<file path="config.mk">
export PLATFORM = sky130hd
export DESIGN_NAME = lhp_ctrl
export DESIGN_NICKNAME = d
export VERILOG_FILES = /design/src/rtl/assert_macros.svh /design/src/rtl/lhp_pkg.sv /design/src/rtl/lhp_ctrl.sv
export SDC_FILE = /design/constraint.sdc
export NUM_CORES = 1
export LEC_CHECK = 0
export BUFFER_PORTS_ARGS = -buffer_cell sky130_fd_sc_hd__buf_2
export CAP_MARGIN = 15
export CORE_ASPECT_RATIO = 1.1
export CORE_MARGIN = 5
export CORE_UTILIZATION = 40
export CTS_CLUSTER_SIZE = 20
export DETAILED_ROUTE_END_ITERATION = 10
export HOLD_SLACK_MARGIN = 0.05
export MAX_ROUTING_LAYER = met4
export PLACE_DENSITY_LB_ADDON = 0.25
export SYNTH_ARGS = -nofsm -noshare
export SYNTH_HDL_FRONTEND = slang
export SYNTH_SLANG_ARGS = --single-unit
</file>
<file path="constraint.sdc">
create_clock -name clk_i -period 4.6 [get_ports clk_i]
set_clock_uncertainty 0.2 [all_clocks]
set_input_delay 0.23 -clock clk_i [delete_from_list [all_inputs] [get_ports clk_i]]
set_output_delay 0.23 -clock clk_i [all_outputs]
set_load 0.01 [all_outputs]
</file>
<file path="src/rtl/assert_macros.svh">
// Concurrent assertion helpers for the latency histogram unit.
`ifndef ASSERT_MACROS_SVH
`define ASSERT_MACROS_SVH

`ifndef ASSERT_OFF

// Check that a property holds at every clock edge outside reset.
`define ASSERT_PROP(lbl, clk, rst_n, prop, msg) \
  lbl: assert property (@(posedge clk) disable iff (!rst_n) prop) else $error(msg);

// Check that a condition never holds outside reset.
`define ASSERT_NEVER(lbl, clk, rst_n, cond, msg) \
  lbl: assert property (@(posedge clk) disable iff (!rst_n) !(cond)) else $error(msg);

`else

`define ASSERT_PROP(lbl, clk, rst_n, prop, msg)
`define ASSERT_NEVER(lbl, clk, rst_n, cond, msg)

`endif

`endif

</file>
<file path="src/rtl/lhp_pkg.sv">
`default_nettype none

package lhp_pkg;

  localparam int DATA_W    = 64;
  localparam int PCT_W     = 7;
  localparam int NUM_PCT   = 3;
  localparam int CFG_IDX_W = 2;
  // count * pct fits in 71 bits for pct <= 100, and so does 100 * cum
  localparam int PROD_W    = 71;
  localparam int TOP_BIT   = 63;
  localparam int BIT_IDX_W = 7;

  localparam logic [PCT_W-1:0]  PCT_MAX   = 7'd100;

  typedef enum logic {
    ACT_RECORD = 1'b0,
    ACT_REPORT = 1'b1
  } action_e;

  typedef enum logic [CFG_IDX_W-1:0] {
    CFG_PCT_FIRST  = 2'd0,
    CFG_PCT_SECOND = 2'd1,
    CFG_PCT_THIRD  = 2'd2
  } cfg_idx_e;

  typedef enum logic [2:0] {
    ST_IDLE,
    ST_REC,
    ST_MUL,
    ST_WALK,
    ST_DRAIN,
    ST_FLUSH,
    ST_DONE
  } ctrl_state_e;

  typedef struct packed {
    logic     rec_rd;
    logic     rec_wr;
    logic     rep_start;
    logic     mul_load;
    logic     walk_rd;
    logic     out_load;
    cfg_idx_e sel;
  } cmd_t;

  typedef struct packed {
    logic out_full;
  } status_t;

endpackage

`default_nettype wire

</file>
<file path="src/rtl/lhp_ctrl.sv">
`default_nettype none

module lhp_ctrl #(
  parameter int NUM_BUCKETS = 32,
  parameter int BW          = 5
) (
  input  wire logic             clk_i,
  input  wire logic             rst_ni,
  input  wire logic             in_valid_i,
  input  wire logic             in_action_i,
  output      logic             in_ready_o,
  input  wire logic             out_ready_i,
  input  wire lhp_pkg::status_t status_i,
  output      lhp_pkg::cmd_t    cmd_o,
  output      logic [BW-1:0]    walk_addr_o
);

  lhp_pkg::ctrl_state_e state_q, state_d;
  lhp_pkg::cfg_idx_e    k_q, k_d;
  logic [BW-1:0]        addr_q, addr_d;

  always_ff @(posedge clk_i or negedge rst_ni) begin
    if (!rst_ni) begin
      state_q <= lhp_pkg::ST_IDLE;
      k_q     <= lhp_pkg::CFG_PCT_FIRST;
      addr_q  <= '0;
    end else begin
      state_q <= state_d;
      k_q     <= k_d;
      addr_q  <= addr_d;
    end
  end

  always_comb begin
    state_d    = state_q;
    k_d        = k_q;
    addr_d     = addr_q;
    cmd_o      = '0;
    cmd_o.sel  = k_q;
    in_ready_o = 1'b0;
    unique case (state_q)
      lhp_pkg::ST_IDLE: begin
        in_ready_o = 1'b1;
        if (in_valid_i) begin
          if (in_action_i == lhp_pkg::ACT_RECORD) begin
            cmd_o.rec_rd = 1'b1;
            state_d      = lhp_pkg::ST_REC;
          end else begin
            cmd_o.rep_start = 1'b1;
            k_d             = lhp_pkg::CFG_PCT_FIRST;
            state_d         = lhp_pkg::ST_MUL;
          end
        end
      end
      lhp_pkg::ST_REC: begin
        cmd_o.rec_wr = 1'b1;
        state_d      = lhp_pkg::ST_IDLE;
      end
      lhp_pkg::ST_MUL: begin
        // one threshold product per cycle, first to third percentile
        cmd_o.mul_load = 1'b1;
        if (k_q == lhp_pkg::CFG_PCT_THIRD) begin
          addr_d  = '0;
          state_d = lhp_pkg::ST_WALK;
        end else begin
          k_d = lhp_pkg::cfg_idx_e'(k_q + 2'd1);
        end
      end
      lhp_pkg::ST_WALK: begin
        cmd_o.walk_rd = 1'b1;
        if (addr_q == BW'(NUM_BUCKETS - 1)) begin
          state_d = lhp_pkg::ST_DRAIN;
        end else begin
          addr_d = addr_q + BW'(1);
        end
      end
      lhp_pkg::ST_DRAIN: begin
        state_d = lhp_pkg::ST_FLUSH;
      end
      lhp_pkg::ST_FLUSH: begin
        state_d = lhp_pkg::ST_DONE;
      end
      lhp_pkg::ST_DONE: begin
        // hold the finished report until the output register frees up
        if (!status_i.out_full || out_ready_i) begin
          cmd_o.out_load = 1'b1;
          state_d        = lhp_pkg::ST_IDLE;
        end
      end
      default: begin
        state_d = lhp_pkg::ST_IDLE;
      end
    endcase
  end

  assign walk_addr_o = addr_q;

endmodule

`default_nettype wire

</file>
* After elaboration in Yosys (flattened, before gate mapping)
Index checks and enable logic that the tools add are counted.
Storage, ports and cells: memory bits (writable) 0, memories 0, bits in latches 0, input bits 6, logic and storage cells 53, memory bits (read-only) 0, output and inout bits 14, bits in registers 10
Operators by class: mux-type cells 25, $add $sub $neg 2, $mul 0, reductions and logical operators 8, equality and inequality tests 15, bitwise logic cells 0, shift operators 0, $lt $le $gt $ge 0, divide/modulo/power cells 0
Operators with widths (number):
- $pmux 3 s6 | 1
- $ne 2x2->1 const B | 7
- $mux 1 | 12
- $mux 3 | 4
- $mux 5 | 2
- $pmux 5 s2 | 1
- $eq 3x3->1 const B | 3
- $mux 2 | 4
- $reduce_and 4->1 | 2
- $eq 3x2->1 const B | 2
- $add 5x1->5 const B | 1
- $eq 5x5->1 const B | 1
- $pmux 2 s2 | 1
- $reduce_bool 2->1 | 2
- $eq 3x1->1 const B | 1
- $logic_not 3->1 | 1
- $reduce_and 3->1 | 1
- $add 2x1->2 const B | 1
- $eq 2x2->1 const B | 1
- $logic_not 1->1 | 1
- $logic_or 1x1->1 | 1

* Longest topological paths before layout
depth after elaboration 4, depth in mapped cells 7

* Least setup slack after synthesis
OpenSTA, ideal clock, no wires.
kind register -> register, start point reg addr_q[0], in the netlist walk_addr_o[0], end point reg addr_q[3], in the netlist walk_addr_o[3], stages on the path, launching flop included 8, buffers on the path 1, clock period less this slack 1.980 ns, arrival time 1.656 ns, setup time 0.124 ns, setup slack 2.620 ns, required time 4.276 ns, cells stage by stage dfrtp_1 > ha_1 > and3_1 > ha_1 > buf_6 > nand4b_1 > and3_1 > a211o_1
Between the ends: word-level cells in the longest chain between the ends 3, elaborated cells on any way between the ends 6, classes of those cells 1 x add/sub; 2 x eq/ne; 2 x mux; 1 x reduce/logical
Ends and longest elaborated chain:
- start, declared | RTL line lhp_ctrl.sv:20 | logic [BW-1:0] addr_q, addr_d;
- start signal, assigned | RTL line lhp_ctrl.sv:30 | addr_q <= addr_d;
- $add 5x1->5 or $eq 5x5->1 (tied branches) | RTL line lhp_ctrl.sv:74, lhp_ctrl.sv:71
- $mux 5 or $ne 2x2->1 (tied branches)
- $pmux 5 s2 or $reduce_and 3->1 (tied branches)
Several ways; a longest one is shown, not always the timed one. The select of a mux whose other input is x is not followed. A chain may end at the register's enable or synchronous reset.

* Final worst setup path
Ends and elaborated chain as after synthesis.

==> results.cfg <==
[status]
status = complete, no violations

[cts]
numCtsBuffers = 3
path_clk_slew_ns = 0.07
root_buffer = clkbuf_4
postCtsSetupBuffers = 0
cts_tree = done
cts-htree-levels = 1
cts_buffer_depth = 2
clk_latency_ns = 0.26
clock_sinks = 10

[routing]
vias_per_cell = 5.74
first_pass_iters = 4
wl_per_cell_um = 14.0
routed_wl_mm = 1.50
vias = 614
drt_iter0_markers = 16
ant_nets = 0
drc_errors = 0

[floorplanning]
start_util_pct = 43.2
die_area_um2 = 2650
die_w_um = 49.6
io_pins = 20
num_rows = 15
die_y_um = 53.5
coreArea_um2 = 1600

[pwr]
power.leakage_nw = 0.409
power_mw = 0.450
power.density_nw_per_um2 = 555
vdd_drop_max_mv = 0.236

[placed_design]
io_buffers = 19
place_congestion = 0.772
hpwl_mm = 1.10
place_ws_ns = 2.58

[worst_setup_path]
start_kind = flip-flop
arrival_ns = 1.99
cp-end-kind = flip-flop
critPathKind = flip-flop to flip-flop
path_max_fanout = 9
required_ns = 4.55

[layout]
areaGrowthSynthToFinish_pct = 17.8
drive_gt1_share_pct = 31.1
fin_nets = 100
antenna_cells = 0
n_fill_cell = 155

[synth]
synth_most_common_cell = dfrtp_1
async_reset_ff_share_pct = 100
avgSynthCellArea_um2 = 9.71
synth_top_area_share_pct = 36.3
synthTopCellsByCount = dfrtp_1 (10), nand2b_1 (5), a22o_1 (4), nor4_1 (4)
yosysUniqueCellTypes = 33
synth_edf_count = 0
synth_top_cell_by_area = dfrtp_1
synth_fp_nets = 80
synth_area_leaders = dfrtp_1 (36%), ha_1 (5.4%), a22o_1 (5.1%)
yosys_warnings = 0
synth.cell_area_um2 = 689
synth-main-ff-cell = dfrtp_1
synth-seq-cells = 10
syn_inst = 71
yosysSeqAreaShare_pct = 36.3

[global_routing]
grt_antenna_before_repair = 0
grt_usage_pct = 12.7
grt-ovfl-total = 0
grt_pass1_vias = 590
grt_max_degree = 24
grt_pass1_wl_mm = 2.55

[timing]
finalCritPeriodShare_pct = 44.5
final.hold.worst_slack_ns = 0.0644
finalCriticalPeriod_ns = 2.05
setup_viol = 0
setup_tns_ns = 0
tightest_slew_ns = 0.676
max_freq_ghz = 0.488
fin_ws_ns = 2.55
drv_slew = 0
rsz0062_at_grt = false
finalHoldViolations = 0
slew_headroom_pct = 54.9

[job]
maxCapViolations = 0

[min_path]
min_path_type = input pin to flip-flop
what timing repair did:
item,in CTS,in global routing
gates resized for setup,0,0
hold buffers,1,0
endpoints found under the hold margin,10,0
metal layers:
metal  share of wire (%)  track usage [%]
met5                   0                -
met4                 1.3             7.86
met3                 7.3             2.49
met2                  44             17.8
met1                  48             16.6
worst paths after layout:
| kind | from | to | slack, ns | cells after the start |
|---|---|---|---|---|
| max | walk_addr_o[0] | walk_addr_o[3] | 2.55 | 6 |
| min | in_valid_i | state_q[1] | 0.06 | 3 |
| max reg2reg | walk_addr_o[0] | walk_addr_o[3] | 2.55 | 6 |
| min reg2reg | k_q[1] | k_q[1] | 0.35 | 1 |
| max in group asynchronous | rst_ni | walk_addr_o[3] | 3.86 | 2 |
| min in group asynchronous | rst_ni | walk_addr_o[1] | 0.15 | 2 |
through the flow:
stage / utilization [%] / cell area, µm² / cells
after floorplan: - / 689 / 71
after global placement: 48.0 / 766 / 102
after detailed placement: 48.0 / 766 / 102
after CTS: 50.9 / 812 / 107
after global routing: 50.9 / 812 / 107
final: 50.9 / 812 / 107
registers in the layout, indices dropped and copies added, names as in the netlist:
signal / cells
state_q: 3
walk_addr_o: 5
k_q: 2
critical path: stages, from the launching register on:
cell	delay, ns
dfrtp_1	0.43
ha_1	0.23
and3_1	0.15
ha_1	0.27
nand4b_1	0.22
and3_1	0.20
a211o_1	0.22
layout by cell type (no fill, tap or decap), drive strengths merged:
cell type / synthesis / routed
a211o: 3 / 3
a21o: 1 / 1
a21oi: 3 / 3
a22o: 4 / 4
a31oi: 1 / 1
a32o: 1 / 1
and2: 1 / 1
and2b: 1 / 1
and3: 3 / 3
buf: 5 / 19
clkbuf: 0 / 4
dfrtp: 10 / 10
dlygate4sd3: 0 / 1
ha: 3 / 3
inv: 4 / 4
mux2: 1 / 1
mux2i: 1 / 1
nand2: 3 / 3
nand2b: 5 / 5
nand3: 1 / 1
nand4b: 1 / 1
nor2: 1 / 1
nor3: 3 / 3
nor3b: 2 / 2
nor4: 4 / 4
nor4b: 2 / 2
o211ai: 1 / 1
o21ai: 3 / 3
o2bb2ai: 2 / 2
o32ai: 1 / 1
cell type report:
cell class                 instances  area (µm²)  share of cell area [%]
inverter                           4        15.0                    1.85
multi-input combinational         52         384                    47.3
clock buffer                       4        36.3                    4.47
tap                               17        21.3                    2.62
sequential                        10         250                    30.8
timing repair buffer              20         105                    12.9
cells by family after synthesis:
logic type / Yosys count / share of synthesized area (%)
simple gates: 27 / 25.0
mux: 2 / 3.09
buf+inv: 9 / 7.99
flops: 10 / 36.3
fa+ha+maj: 3 / 5.45
compound gates: 20 / 22.1
power breakdown:
part / switching [mW] / leakage (nW) / internal [mW]
logic: 0.0932 / 0.269 / 0.106
clock network: 0.0310 / 0.0210 / 0.0480
registers: 0.0515 / 0.118 / 0.121
total: 0.176 / 0.409 / 0.275
Power figures use the tool's default switching activity.
